--- src/rtl/ppm_dec_pkg.sv ---
// Package for the PPM pulse decoder: configuration register indexes, reset
// values, the configuration bundle type and index-wrap constants.
// No dependencies.
`default_nettype none

package ppm_dec_pkg;

	localparam int MAX_CHANNELS = 16;
	localparam int INDEX_SLOTS  = 16;
	localparam int IDX_W        = 4;
	localparam int CNT_W        = 5;
	localparam int VAL_W        = 16;
	localparam int TIME_W       = 32;
	localparam int CFG_IDX_W    = 3;

	localparam int IDX_LIMIT_INT = (MAX_CHANNELS < INDEX_SLOTS) ? MAX_CHANNELS : INDEX_SLOTS;
	localparam logic [CNT_W-1:0] IDX_LIMIT = CNT_W'(IDX_LIMIT_INT);

	typedef enum logic [CFG_IDX_W-1:0] {
		REG_CHANNEL_COUNT = 3'd0,
		REG_SYNC_GAP      = 3'd1,
		REG_HIGH_LIMIT    = 3'd2,
		REG_LOW_LIMIT     = 3'd3,
		REG_FOLD_OFFSET   = 3'd4
	} cfg_reg_t;

	localparam logic [CNT_W-1:0] CHANNEL_COUNT_RESET = 5'd9;
	localparam logic [VAL_W-1:0] SYNC_GAP_RESET      = 16'd3000;
	localparam logic [VAL_W-1:0] HIGH_LIMIT_RESET    = 16'd2000;
	localparam logic [VAL_W-1:0] LOW_LIMIT_RESET     = 16'd1000;
	localparam logic [VAL_W-1:0] FOLD_OFFSET_RESET   = 16'd1000;

	typedef struct packed {
		logic [CNT_W-1:0] channel_count;
		logic [VAL_W-1:0] sync_gap;
		logic [VAL_W-1:0] high_limit;
		logic [VAL_W-1:0] low_limit;
		logic [VAL_W-1:0] fold_offset;
	} cfg_t;

endpackage

`default_nettype wire

--- src/rtl/ppm_dec_cfg.sv ---
// Configuration register file of the PPM pulse decoder.
// Decodes writes from the configuration channel into the cfg_t bundle.
// Depends on ppm_dec_pkg.
`default_nettype none

module ppm_dec_cfg
	import ppm_dec_pkg::*;
(
	input  wire logic                 clk,
	input  wire logic                 arst_n,
	input  wire logic                 cfg_valid,
	input  wire logic [CFG_IDX_W-1:0] cfg_index,
	input  wire logic [VAL_W-1:0]     cfg_data,
	output logic                      cfg_ready,
	output cfg_t                      cfg
);

	cfg_t cfg_q;

	assign cfg_ready = 1'b1;
	assign cfg       = cfg_q;

	always_ff @(posedge clk or negedge arst_n) begin
		if (!arst_n) begin
			cfg_q.channel_count <= CHANNEL_COUNT_RESET;
			cfg_q.sync_gap      <= SYNC_GAP_RESET;
			cfg_q.high_limit    <= HIGH_LIMIT_RESET;
			cfg_q.low_limit     <= LOW_LIMIT_RESET;
			cfg_q.fold_offset   <= FOLD_OFFSET_RESET;
		end else if (cfg_valid) begin
			unique case (cfg_index)
				REG_CHANNEL_COUNT: cfg_q.channel_count <= cfg_data[CNT_W-1:0];
				REG_SYNC_GAP:      cfg_q.sync_gap      <= cfg_data;
				REG_HIGH_LIMIT:    cfg_q.high_limit    <= cfg_data;
				REG_LOW_LIMIT:     cfg_q.low_limit     <= cfg_data;
				REG_FOLD_OFFSET:   cfg_q.fold_offset   <= cfg_data;
				default: begin
				end
			endcase
		end
	end

endmodule

`default_nettype wire

--- src/rtl/ppm_pulse_decoder_top.sv ---
// Top level of the PPM pulse decoder: edge state, gap folding and result register.
// Depends on ppm_dec_pkg and ppm_dec_cfg.
//
// Usage: each item on the input channel (in_valid/in_ready) is the microsecond
// timestamp of one rising edge. Each accepted item yields exactly one result
// item on the output channel (out_valid/out_ready): the channel slot, its
// folded value, a frame flag and the held frame period.
// A result is valid in the cycle after its item is taken.
// Throughput is one item per cycle while out_ready holds; the edge state and
// result register both update in the cycle of acceptance, so no gap is needed.
// While a result waits, a new item is still accepted in the cycle the result
// is taken, as in_ready follows out_ready when the result register is full.
// The configuration channel (cfg_valid/cfg_ready) is always ready; the user must
// write it only while idle (not enforced by the block); unknown indexes are ignored.
// Reset restores the register defaults, clears the edge and sync timestamps,
// the channel slot and the held period, and empties the result register.
`default_nettype none

module ppm_pulse_decoder_top
	import ppm_dec_pkg::*;
(
	input  wire logic                 clk,
	input  wire logic                 arst_n,
	input  wire logic                 cfg_valid,
	output logic                      cfg_ready,
	input  wire logic [CFG_IDX_W-1:0] cfg_index,
	input  wire logic [VAL_W-1:0]     cfg_data,
	input  wire logic                 in_valid,
	output logic                      in_ready,
	input  wire logic [TIME_W-1:0]    edge_time,
	output logic                      out_valid,
	input  wire logic                 out_ready,
	output logic [IDX_W-1:0]          channel_index,
	output logic [VAL_W-1:0]          channel_value,
	output logic                      frame_start,
	output logic [TIME_W-1:0]         frame_period
);

	cfg_t cfg;

	logic [TIME_W-1:0] last_edge_q;
	logic [TIME_W-1:0] last_sync_q;
	logic [IDX_W-1:0]  cur_chan_q;
	logic [TIME_W-1:0] held_period_q;
	logic              out_valid_q;
	logic [IDX_W-1:0]  out_index_q;
	logic [VAL_W-1:0]  out_value_q;
	logic              out_start_q;
	logic [TIME_W-1:0] out_period_q;

	logic              accept;
	logic [TIME_W-1:0] gap;
	logic [VAL_W-1:0]  gap16;
	logic              is_sync;
	logic [CNT_W-1:0]  next_n;
	logic [IDX_W-1:0]  next_chan;
	logic [VAL_W:0]    gap_plus;
	logic [VAL_W-1:0]  fold_val;
	logic [VAL_W-1:0]  value;
	logic [TIME_W-1:0] period;

	ppm_dec_cfg u_cfg (
		.clk       (clk),
		.arst_n    (arst_n),
		.cfg_valid (cfg_valid),
		.cfg_index (cfg_index),
		.cfg_data  (cfg_data),
		.cfg_ready (cfg_ready),
		.cfg       (cfg)
	);

	assign in_ready = !out_valid_q || out_ready;
	assign accept   = in_valid && in_ready;

	always_comb begin
		gap      = edge_time - last_edge_q;
		gap16    = gap[VAL_W-1:0];
		is_sync  = gap > {{(TIME_W-VAL_W){1'b0}}, cfg.sync_gap};
		next_n   = {1'b0, cur_chan_q} + CNT_W'(1);
		if (next_n >= cfg.channel_count || next_n >= IDX_LIMIT) begin
			next_chan = '0;
		end else begin
			next_chan = next_n[IDX_W-1:0];
		end
		// A channel gap never exceeds sync_gap, so its low half is the whole gap.
		gap_plus = {1'b0, gap16} + {1'b0, cfg.fold_offset};
		if (gap16 > cfg.high_limit) begin
			fold_val = (gap16 > cfg.fold_offset) ? gap16 - cfg.fold_offset : '0;
		end else if (gap16 < cfg.low_limit) begin
			fold_val = gap_plus[VAL_W] ? {VAL_W{1'b1}} : gap_plus[VAL_W-1:0];
		end else begin
			fold_val = gap16;
		end
		if (is_sync) begin
			value  = (|gap[TIME_W-1:VAL_W]) ? {VAL_W{1'b1}} : gap16;
			period = edge_time - last_sync_q;
		end else begin
			value  = fold_val;
			period = held_period_q;
		end
	end

	always_ff @(posedge clk or negedge arst_n) begin
		if (!arst_n) begin
			last_edge_q   <= '0;
			last_sync_q   <= '0;
			cur_chan_q    <= '0;
			held_period_q <= '0;
			out_valid_q   <= 1'b0;
		end else begin
			if (accept) begin
				last_edge_q   <= edge_time;
				held_period_q <= period;
				if (is_sync) begin
					last_sync_q <= edge_time;
					cur_chan_q  <= '0;
				end else begin
					cur_chan_q  <= next_chan;
				end
				out_valid_q <= 1'b1;
			end else if (out_ready) begin
				out_valid_q <= 1'b0;
			end
		end
	end

	always_ff @(posedge clk) begin
		if (accept) begin
			out_index_q  <= is_sync ? '0 : next_chan;
			out_value_q  <= value;
			out_start_q  <= is_sync;
			out_period_q <= period;
		end
	end

	assign out_valid     = out_valid_q;
	assign channel_index = out_index_q;
	assign channel_value = out_value_q;
	assign frame_start   = out_start_q;
	assign frame_period  = out_period_q;

	a_sync_slot_zero: assert property (@(posedge clk) disable iff (!arst_n)
		out_valid && frame_start |-> channel_index == '0)
		else $error("sync result carries a non-zero channel slot");

	a_slot_in_range: assert property (@(posedge clk) disable iff (!arst_n)
		out_valid |-> {1'b0, channel_index} < IDX_LIMIT)
		else $error("channel slot beyond the slot limit");

	a_accept_gives_result: assert property (@(posedge clk) disable iff (!arst_n)
		accept |=> out_valid)
		else $error("accepted item produced no result");

	a_no_overwrite: assert property (@(posedge clk) disable iff (!arst_n)
		out_valid && !out_ready |-> !in_ready)
		else $error("input taken while a stalled result waits");

	a_period_held: assert property (@(posedge clk) disable iff (!arst_n)
		accept && !is_sync |=> frame_period == $past(held_period_q))
		else $error("frame period changed without a sync");

endmodule

`default_nettype wire
--- config.mk ---
export PLATFORM = sky130hd
export DESIGN_NAME = ppm_pulse_decoder_top
export DESIGN_NICKNAME = d
export VERILOG_FILES = /design/src/rtl/ppm_dec_pkg.sv /design/src/rtl/ppm_dec_cfg.sv /design/src/rtl/ppm_pulse_decoder_top.sv
export SDC_FILE = /design/constraint.sdc
export NUM_CORES = 1
export LEC_CHECK = 0
export BUFFER_PORTS_ARGS = -buffer_cell sky130_fd_sc_hd__buf_2
export CORE_AREA = 4 4 224 171
export CTS_BUF_LIST = sky130_fd_sc_hd__clkbuf_16
export CTS_CLUSTER_SIZE = 28
export DETAILED_ROUTE_END_ITERATION = 8
export DIE_AREA = 0 0 228 175
export GPL_ROUTABILITY_DRIVEN = 0
export GPL_TIMING_DRIVEN = 0
export PLACE_DENSITY = 0.68
export SLEW_MARGIN = 30
export SYNTH_ARGS = -nofsm -noshare
export SYNTH_HDL_FRONTEND = slang
export SYNTH_SLANG_ARGS = --single-unit
--- constraint.sdc ---
create_clock -name clk -period 12.3 [get_ports clk]
set_input_delay 0 -clock clk [delete_from_list [all_inputs] [get_ports clk]]
set_output_delay 0 -clock clk [all_outputs]
set_load 0.05 [all_outputs]
Word level (Yosys, flattened, before mapping) --
Index checks and enable logic that the tools add are counted.
Word-level totals: RAM bits 0, ROM bits 0, logic and storage cells 53, latch bits 0, memories kept 0, flip-flop bits (word level) 223, input bits 56
Operators by class: muxes and demuxes 11, bitwise gates (word level) 0, order comparisons 6, divide/modulo/power cells 0, reduce and logical (&&, ||, !) cells 13, shifts and indexed selects 0, add/subtract/negate cells 5, multipliers 0, equality and inequality tests 4
Operators with widths (count):
- 16-bit two-way mux | 6
- 32-bit subtractor | 2
- 16-bit > comparator | 2
- 32-bit by 16-bit > comparator with 1-bit output | 1
- 32-bit two-way mux | 1
- 16-bit by 16-bit adder with 17-bit output | 1
- 16-bit < comparator | 1
- 16-bit OR reduction | 1
- 16-bit subtractor | 1
- 2-bit AND reduction | 6
- 4-bit two-way mux | 2
- 3-bit by 2-bit == test with 1-bit output (second input constant) | 2
- 4-bit by 1-bit adder with 5-bit output (second input constant) | 1
- 5-bit greater-or-equal comparator | 1
- 5-bit greater-or-equal comparator (second input constant) | 1
- 3-bit by 1-bit == test with 1-bit output (second input constant) | 1
- 3-bit == test (second input constant) | 1
- 3-bit logical NOT | 1
- 1-bit logical OR | 2
- 1-bit two-way mux | 2
- 2-bit nonzero test | 1
- 1-bit logical AND | 1
- 1-bit logical NOT | 1

Depth between registers and ports, before layout --
Gate-level depths: netlist of the first run.
word-level depth 6, depth in mapped cells 24, gate-level depth less buffers 22

Cells and area by module --
From an unflattened synthesis of the first run, not the netlist that was laid out.
Second synthesis, totals: cells, all modules 1507, area total of the unflattened synthesis 15516.1 sq um
Modules (own cells, without submodules):
- ppm_pulse_decoder_top | cells each 1355, instances 1, area an instance 12733.5 sq um
- ppm_dec_cfg | cells each 152, instances 1, area an instance 2782.7 sq um

Least setup slack after synthesis of the first run --
No wires, ideal clock.
path type reg2reg, start point register last_edge_q[0], end point register out_value_q[3], in the netlist channel_value[3], data pin, stages on the path, launching flop included 22, library setup time 265 ps, clock period less this slack 4787 ps, data required time 12035 ps, arrival 4522 ps, slack 7513 ps, cell sequence dfrtp_1 -> ha_1 -> fa_1 -> nand2b_1 -> a21oi_1 -> nor2_1 -> o21ai_0 -> xor2_1 -> ha_1 -> a21o_1 -> a21o_1 -> a211o_1 -> a2111oi_0 -> nor3_1 -> a2bb2oi_1 -> and3_1 -> clkbuf_1 -> clkbuf_1 -> a221oi_1 -> nor2_1 -> o22ai_1 -> nand2_1
On the way: longest elaborated chain between the ends 6
RTL lines:
- from (decl) | RTL line ppm_pulse_decoder_top.sv:41 | logic [TIME_W-1:0] last_edge_q;
- from (signal assigned) | RTL line ppm_pulse_decoder_top.sv:112 | last_edge_q <= edge_time;
- 32-bit subtractor * | RTL line ppm_pulse_decoder_top.sv:76 | gap = edge_time - last_edge_q;
- 16-bit by 16-bit adder with 17-bit output | RTL line ppm_pulse_decoder_top.sv:86 | gap_plus = {1'b0, gap16} + {1'b0, cfg.fold_offset};
- 16-bit two-way mux | RTL line ppm_pulse_decoder_top.sv:90 | fold_val = gap_plus[VAL_W] ? {VAL_W{1'b1}} : gap_plus[VAL_W-1:0];
- 16-bit two-way mux | RTL line ppm_pulse_decoder_top.sv:89 | end else if (gap16 < cfg.low_limit) begin
- 16-bit two-way mux | RTL line ppm_pulse_decoder_top.sv:87 | if (gap16 > cfg.high_limit) begin
- 16-bit two-way mux * | RTL line ppm_pulse_decoder_top.sv:94 | if (is_sync) begin
- net value[3] | RTL line ppm_pulse_decoder_top.sv:59 | logic [VAL_W-1:0] value;
- to (signal assigned) | RTL line ppm_pulse_decoder_top.sv:130 | out_value_q <= value;
- to (decl) | RTL line ppm_pulse_decoder_top.sv:47 | logic [VAL_W-1:0] out_value_q;
The timed path passes the listed nets; every way through them passes the cells marked *. A chain may end at the register's enable or synchronous reset.

Final worst setup path of the first run --
start point register last_edge_q[0], end point register out_value_q[13], in the netlist channel_value[13], data pin
The elaborated chain is that of the path after synthesis.

==> out/summary.txt, run 1 <==
run status = complete, no violations
First-pass DRT Iterations = 5
setup violation total in the final timing report = 0
actual slew at the worst max-slew pin = 981 ps
net count of the finished layout = 1,995
worst setup timing slack at the placement stage = 6170 ps
latest clock arrival within the worst-skew pair = 540 ps
average size of a mapped cell = 9.48 sq um
Period minus WS final = 6480 ps
count of cells resized by post-cts repair = 0
crit end category = flop
Clock Sinks = 223
worst min-delay path category = in -> async
CP required = 12,550 ps
Synth Cell Area = 15,000 sq um
most common flop cell mapped by yosys = dfrtp_1
maximum clock insertion buffer count = 3
FF+latch count, synth = 223
initial antenna violation count = 3
number of placed I/O pins = 112
ratio of total power to cell area = 191 nW/um^2
final worst path period share = 52.7%
number of design-rule violations left by the first detailed-router iteration = 1,051
overall routed net length = 38.4 mm
post-synthesis sequential area ratio = 39.1%
Final Skew = 15.2 ps
maximum resistive drop on vdd = 0.0000969 V
number of different library cells in the post-synthesis netlist = 78
leading post-synthesis cells by cell area = dfrtp_1, ha_1, edfxtp_1, o21ai_0, dfstp_2
Max Fclk = 154 MHz
WHS = 27.7 ps
grt total ovfl = 0
Syn Nets = 1,794
share of synthesized flip-flops with an asynchronous set or reset = 76.2%
hold violation total from the final report = 0
Antenna Violating Nets Remaining = 0
share of Yosys cell area claimed by the top area cell type = 23.8%
leakage power = 7.91 nW
top cell type by total area after synthesis = dfrtp_1
critical setup path kind = reg -> reg
data arrival time of the worst path = 6740 ps
pin count of the biggest net entering global routing = 79
total chip power = 0.00340 W
CTS tree = built
max-capacitance violation count = 0
count of synthesis-stage warnings from yosys = 0
vias after detailed routing = 12,400
PortBufs = 110
worst reg2reg path startpoint = last_edge_q[0]$_DFFE_PN0P_
site row count = 60
Post-synth EDFFs = 53
beginning of the critical path = last_edge_q[0]$_DFFE_PN0P_
headroom to the max-slew limit = 34.5%
clock tree root buffer cell = clkbuf_16
element type at the critical path start = flop
most frequent cells in the layout = inv_1, nand2_1, o21ai_0, ha_1, dfrtp_1
via count of the first global-routing pass = 12,300
Area growth syn-to-layout = 18.0%
routed len/inst = 16.9 microns
effective utilization at floorplan = 42.0%
average via count per standard cell = 5.46
most common library cell in the layout ignoring fill and taps = inv_1
number of remaining DRC errors = 0
wire length of the first global-routing pass = 63.2 mm
final worst setup slack = 5820 ps
top fanout value on the critical path = 10
H-tree levels = 1
die outline width = 228 microns
Clock transition at path regs = 60 ps
GRT Resource Usage Total = 18.9%
core box area = 35,800 sq um
max-slew violation total from the final report = 0
Post-Synthesis Cells = 1,587
setup total negative slack = 0 ps
unrepaired setup endpoints after global routing = no
die outline height = 175 microns
half-perimeter wire length of the detailed placement result = 29.2 mm
number of buffers created by CTS = 26
fraction of final layout cells with drive strength greater than 1 = 14.5%
area enclosed by the die boundary = 39,900 sq um
==> state kept, by name (all words and copies together), names as in the netlist <==
register / count
channel_index: 4
channel_value: 16
cur_chan_q: 4
frame_period: 32
frame_start: 1
held_period_q: 32
last_edge_q: 32
last_sync_q: 32
out_valid: 1
u_cfg.cfg: 69
==> worst max-delay path, stage by stage, from the launching register on <==
cell	delay (ps)
dfrtp_1	380
ha_1	210
fa_1	410
nand2b_1	180
a21oi_1	270
nor2_1	80
o21ai_0	320
a31oi_1	210
xor2_1	230
inv_1	180
ha_1	340
nand4_1	100
nor2_1	110
a211o_1	120
a2111oi_0	110
nor3_1	390
a2bb2oi_1	620
and3_1	260
clkbuf_1	330
clkbuf_1	490
nand2_1	150
nand2_1	100
a21oi_1	60
o21ai_0	510
==> final timing paths <==
| kind | slack, ps | cells after the start | end |
|---|---|---|---|
| min in group clk | 250 | 3 | last_sync_q[0]$_DFFE_PN0P_ |
| worst min register to register | 480 | 1 | last_sync_q[20]$_DFFE_PN0P_ |
| worst max register to register | 5820 | 23 | channel_value[13]$_DFFE_PP_ |
| worst min-delay path | 30 | 3 | out_valid$_DFFE_PN0P_ |
| max in group asynchronous | 11800 | 3 | u_cfg.cfg[3]$_DFFE_PN1P_ |
| worst max-delay path | 5820 | 23 | channel_value[13]$_DFFE_PP_ |
==> per-layer routing <==
layer	routed length [microns]	GRT usage, %
met2	16800	29.4
met1	18600	27.9
met4	570	3.09
met5	13	0
met3	2470	3.54
==> per-stage QoR <==
step                area [sq um]  utilization, %  cells
floorplan                  15000               -   1587
global placement           16200            45.2   2162
detailed placement         16300            45.5   2165
CTS                        17800            49.6   2273
global route               17800            49.6   2275
finish                     17800            49.6   2275
==> cell type report <==
cell class	instances	area, sq um
flip-flops and latches	223	5880
well taps	465	582
clock buffers	28	701
plain buffers	53	258
multi-input cells	1142	8290
inverters	169	634
fillers	3309	18000
clock inverters	20	160
diodes	2	5.00
repair buffers	173	1250
==> cells by family after synthesis <==
logic type	after synthesis	synth area share [%]
AO/OA/AOI/OAI	426	17.5
XOR/XNOR	71	4.13
adder cells (fa/ha/maj)	151	12.8
buffers and inverters	222	5.90
flip-flops	223	39.1
multiplexers	120	8.92
other	1	0.0249
AND/OR/NAND/NOR	373	11.7
==> cell usage after synthesis, types with 34 or more instances <==
master and instances:
inv_1 169, nand2_1 152, ha_1 147, o21ai_0 147, dfrtp_1 143, a21oi_1 112, nor2_1 78, mux2_1 57
mux2_2 56, edfxtp_1 53, xnor2_1 51, clkbuf_1 40, a21o_1 34
==> where the power goes <==
part           switching (W)  internal (W)  total, W
Combinational       0.000989      0.000637   0.00163
Sequential         0.0000574      0.000933  0.000990
Clock               0.000326      0.000453  0.000779
==> repair_timing <==
| action | in CTS | in global routing |
|---|---|---|
| endpoints found under the hold margin | 278 | 0 |
| hold buffers | 60 | 0 |
| buffers inserted | 0 | 0 |
No activity file was read; power rests on OpenSTA's default activity.
==> run 2: changes to the inputs <==
Clock period 12.3 ns to 6.8 ns, I/O delays scaled along.
==> out/summary.txt, run 2 (synthesized netlist as in run 1, its figures left out) <==
Antenna Violating Nets Remaining = 0
Max Fclk = 161 MHz
number of design-rule violations left by the first detailed-router iteration = 979
CP required = 7060 ps
PortBufs = 110
beginning of the critical path = last_edge_q[0]$_DFFE_PN0P_
GRT Resource Usage Total = 18.9%
switching part of the total = 40.4%
number of remaining DRC errors = 0
via count of the first global-routing pass = 12,300
die outline width = 228 microns
overall routed net length = 38.4 mm
combinational cell fraction of total power = 47.9%
effective utilization at floorplan = 42.0%
max FFs per register = 69
cell internal pwr = 0.00366 W
Period minus WS final = 6220 ps
series of cell instances along the critical path = ha_1, fa_1, nand2b_1, a21oi_1, nor2_1, o21ai_0, a31oi_1, xor2_1, inv_1, ha_1, nand4_1, nor2_1, a211o_1, a2111oi_0, nor3_1, a2bb2oi_2, and3_1, clkbuf_1, clkbuf_1, nand2_1, nand2_1, a21oi_1, o21ai_0
critical setup path kind = reg -> reg
Clock Sinks = 223
average via count per standard cell = 5.44
data arrival time of the worst path = 6480 ps
maximum clock insertion buffer count = 3
die outline height = 175 microns
final worst path period share = 91.5%
clock tree root buffer cell = clkbuf_16
setup violation total in the final timing report = 0
ratio of total power to cell area = 346 nW/um^2
actual slew at the worst max-slew pin = 956 ps
setup total negative slack = 0 ps
Final Skew = 14.8 ps
grt total ovfl = 0
Worst path max stage delay = 510 ps
pin count of the biggest net entering global routing = 79
First-pass DRT Iterations = 6
highest signal layer in the routed design = met5
initial antenna violation count = 3
number of placed I/O pins = 112
Met1 Routed Length = 18.5 mm
number of buffers created by CTS = 26
Clock transition at path regs = 60 ps
half-perimeter wire length of the detailed placement result = 29.2 mm
slowest cell on the critical path = o21ai_0
maximum resistive drop on vdd = 0.000175 V
run status = complete, no violations
most common library cell in the layout ignoring fill and taps = inv_1
unrepaired setup endpoints after global routing = no
Clk network pwr share = 22.9%
H-tree levels = 1
CTS tree = built
net count of the finished layout = 1,995
Area growth syn-to-layout = 18.1%
DR WL met2 = 16.7 mm
core box area = 35,800 sq um
element type at the critical path start = flop
headroom to the max-slew limit = 36.1%
leakage power = 7.91 nW
wire length of the first global-routing pass = 63.2 mm
vias after detailed routing = 12,400
crit end category = flop
fraction of final layout cells with drive strength greater than 1 = 14.5%
latest clock arrival within the worst-skew pair = 550 ps
hold violation total from the final report = 0
area enclosed by the die boundary = 39,900 sq um
worst reg2reg path startpoint = last_edge_q[0]$_DFFE_PN0P_
met3 layer wire length in the routed design = 2.63 mm
site row count = 60
Post-DP Area = 16,300 sq um
max-capacitance violation count = 0
routed len/inst = 16.9 microns
post-route design area = 17,800 sq um
sequential cell fraction of total power = 29.1%
net switching power = 0.00248 W
max-slew violation total from the final report = 0
top fanout value on the critical path = 10
most frequent cells in the layout = inv_1, nand2_1, o21ai_0, ha_1, dfrtp_1
worst min-delay path category = in -> async
## run 2: cell counts in the layout (fill, tap and decap cells not counted)
Identical to the previous run, type by type.
## run 2: critical path: cells and delay by family (launching register included)
family,cells,cell delay [ps]
buf+inv,3,1010
xor+xnor,1,220
simple gates,8,1350
flops,1,380
fa+ha+maj,3,960
compound gates,8,1990
## run 2: layer usage
layer | vias up | GRT usage (%)
met5 | - | 0
met4 | 2 | 3.09
met3 | 48 | 3.54
met2 | 387 | 29.4
met1 | 5915 | 27.9
li1 | 6015 | -
## run 2: repair_timing
item                       CTS  global route
hold endpoints to repair   278             0
gates resized for setup      0             1
hold buffers                60             0
buffers inserted             0             0
setup endpoints to repair    0             1
## run 2: worst paths after layout
path	endpoint	slack, ps	depth (start not counted)
hold / removal	out_valid$_DFFE_PN0P_	30	3
setup / recovery	channel_value[13]$_DFFE_PP_	580	23
max in group asynchronous	u_cfg.cfg[3]$_DFFE_PN1P_	6300	3
min in group clk	last_sync_q[0]$_DFFE_PN0P_	250	3
hold reg to reg	last_sync_q[20]$_DFFE_PN0P_	480	1
setup reg to reg	channel_value[13]$_DFFE_PP_	580	23
## run 2: area by class of cell
type,instances,area (sq um)
fillers,3311,18000
multi-input cells,1142,8290
flip-flops and latches,223,5880
repair buffers,173,1250
clock buffers,28,701
inverters,169,634
well taps,465,582
plain buffers,53,258
clock inverters,20,160
diodes,2,5.00
## run 2: power by group through the flow
stage	clock network, W	registers, W	logic (W)
global route	0.00151	0.00182	0.00327
CTS	0.00145	0.00179	0.00289
detailed placement	0	0.00182	0.00284
global placement	0	0.00180	0.00274
finish	0.00141	0.00179	0.00295
floorplan	0	0.00192	0.00204
## run 2: metrics by stage
stage	setup slack, ps	power (W)	hold slack [ps]	utilization (%)	cells
after floorplan	2010	0.00396	-296	-	1587
after global routing	185	0.00660	40.6	49.6	2275
final	577	0.00614	26.9	49.6	2275
after global placement	723	0.00455	210	45.2	2162
after CTS	593	0.00613	22.5	49.6	2273
after detailed placement	669	0.00465	-116	45.5	2165
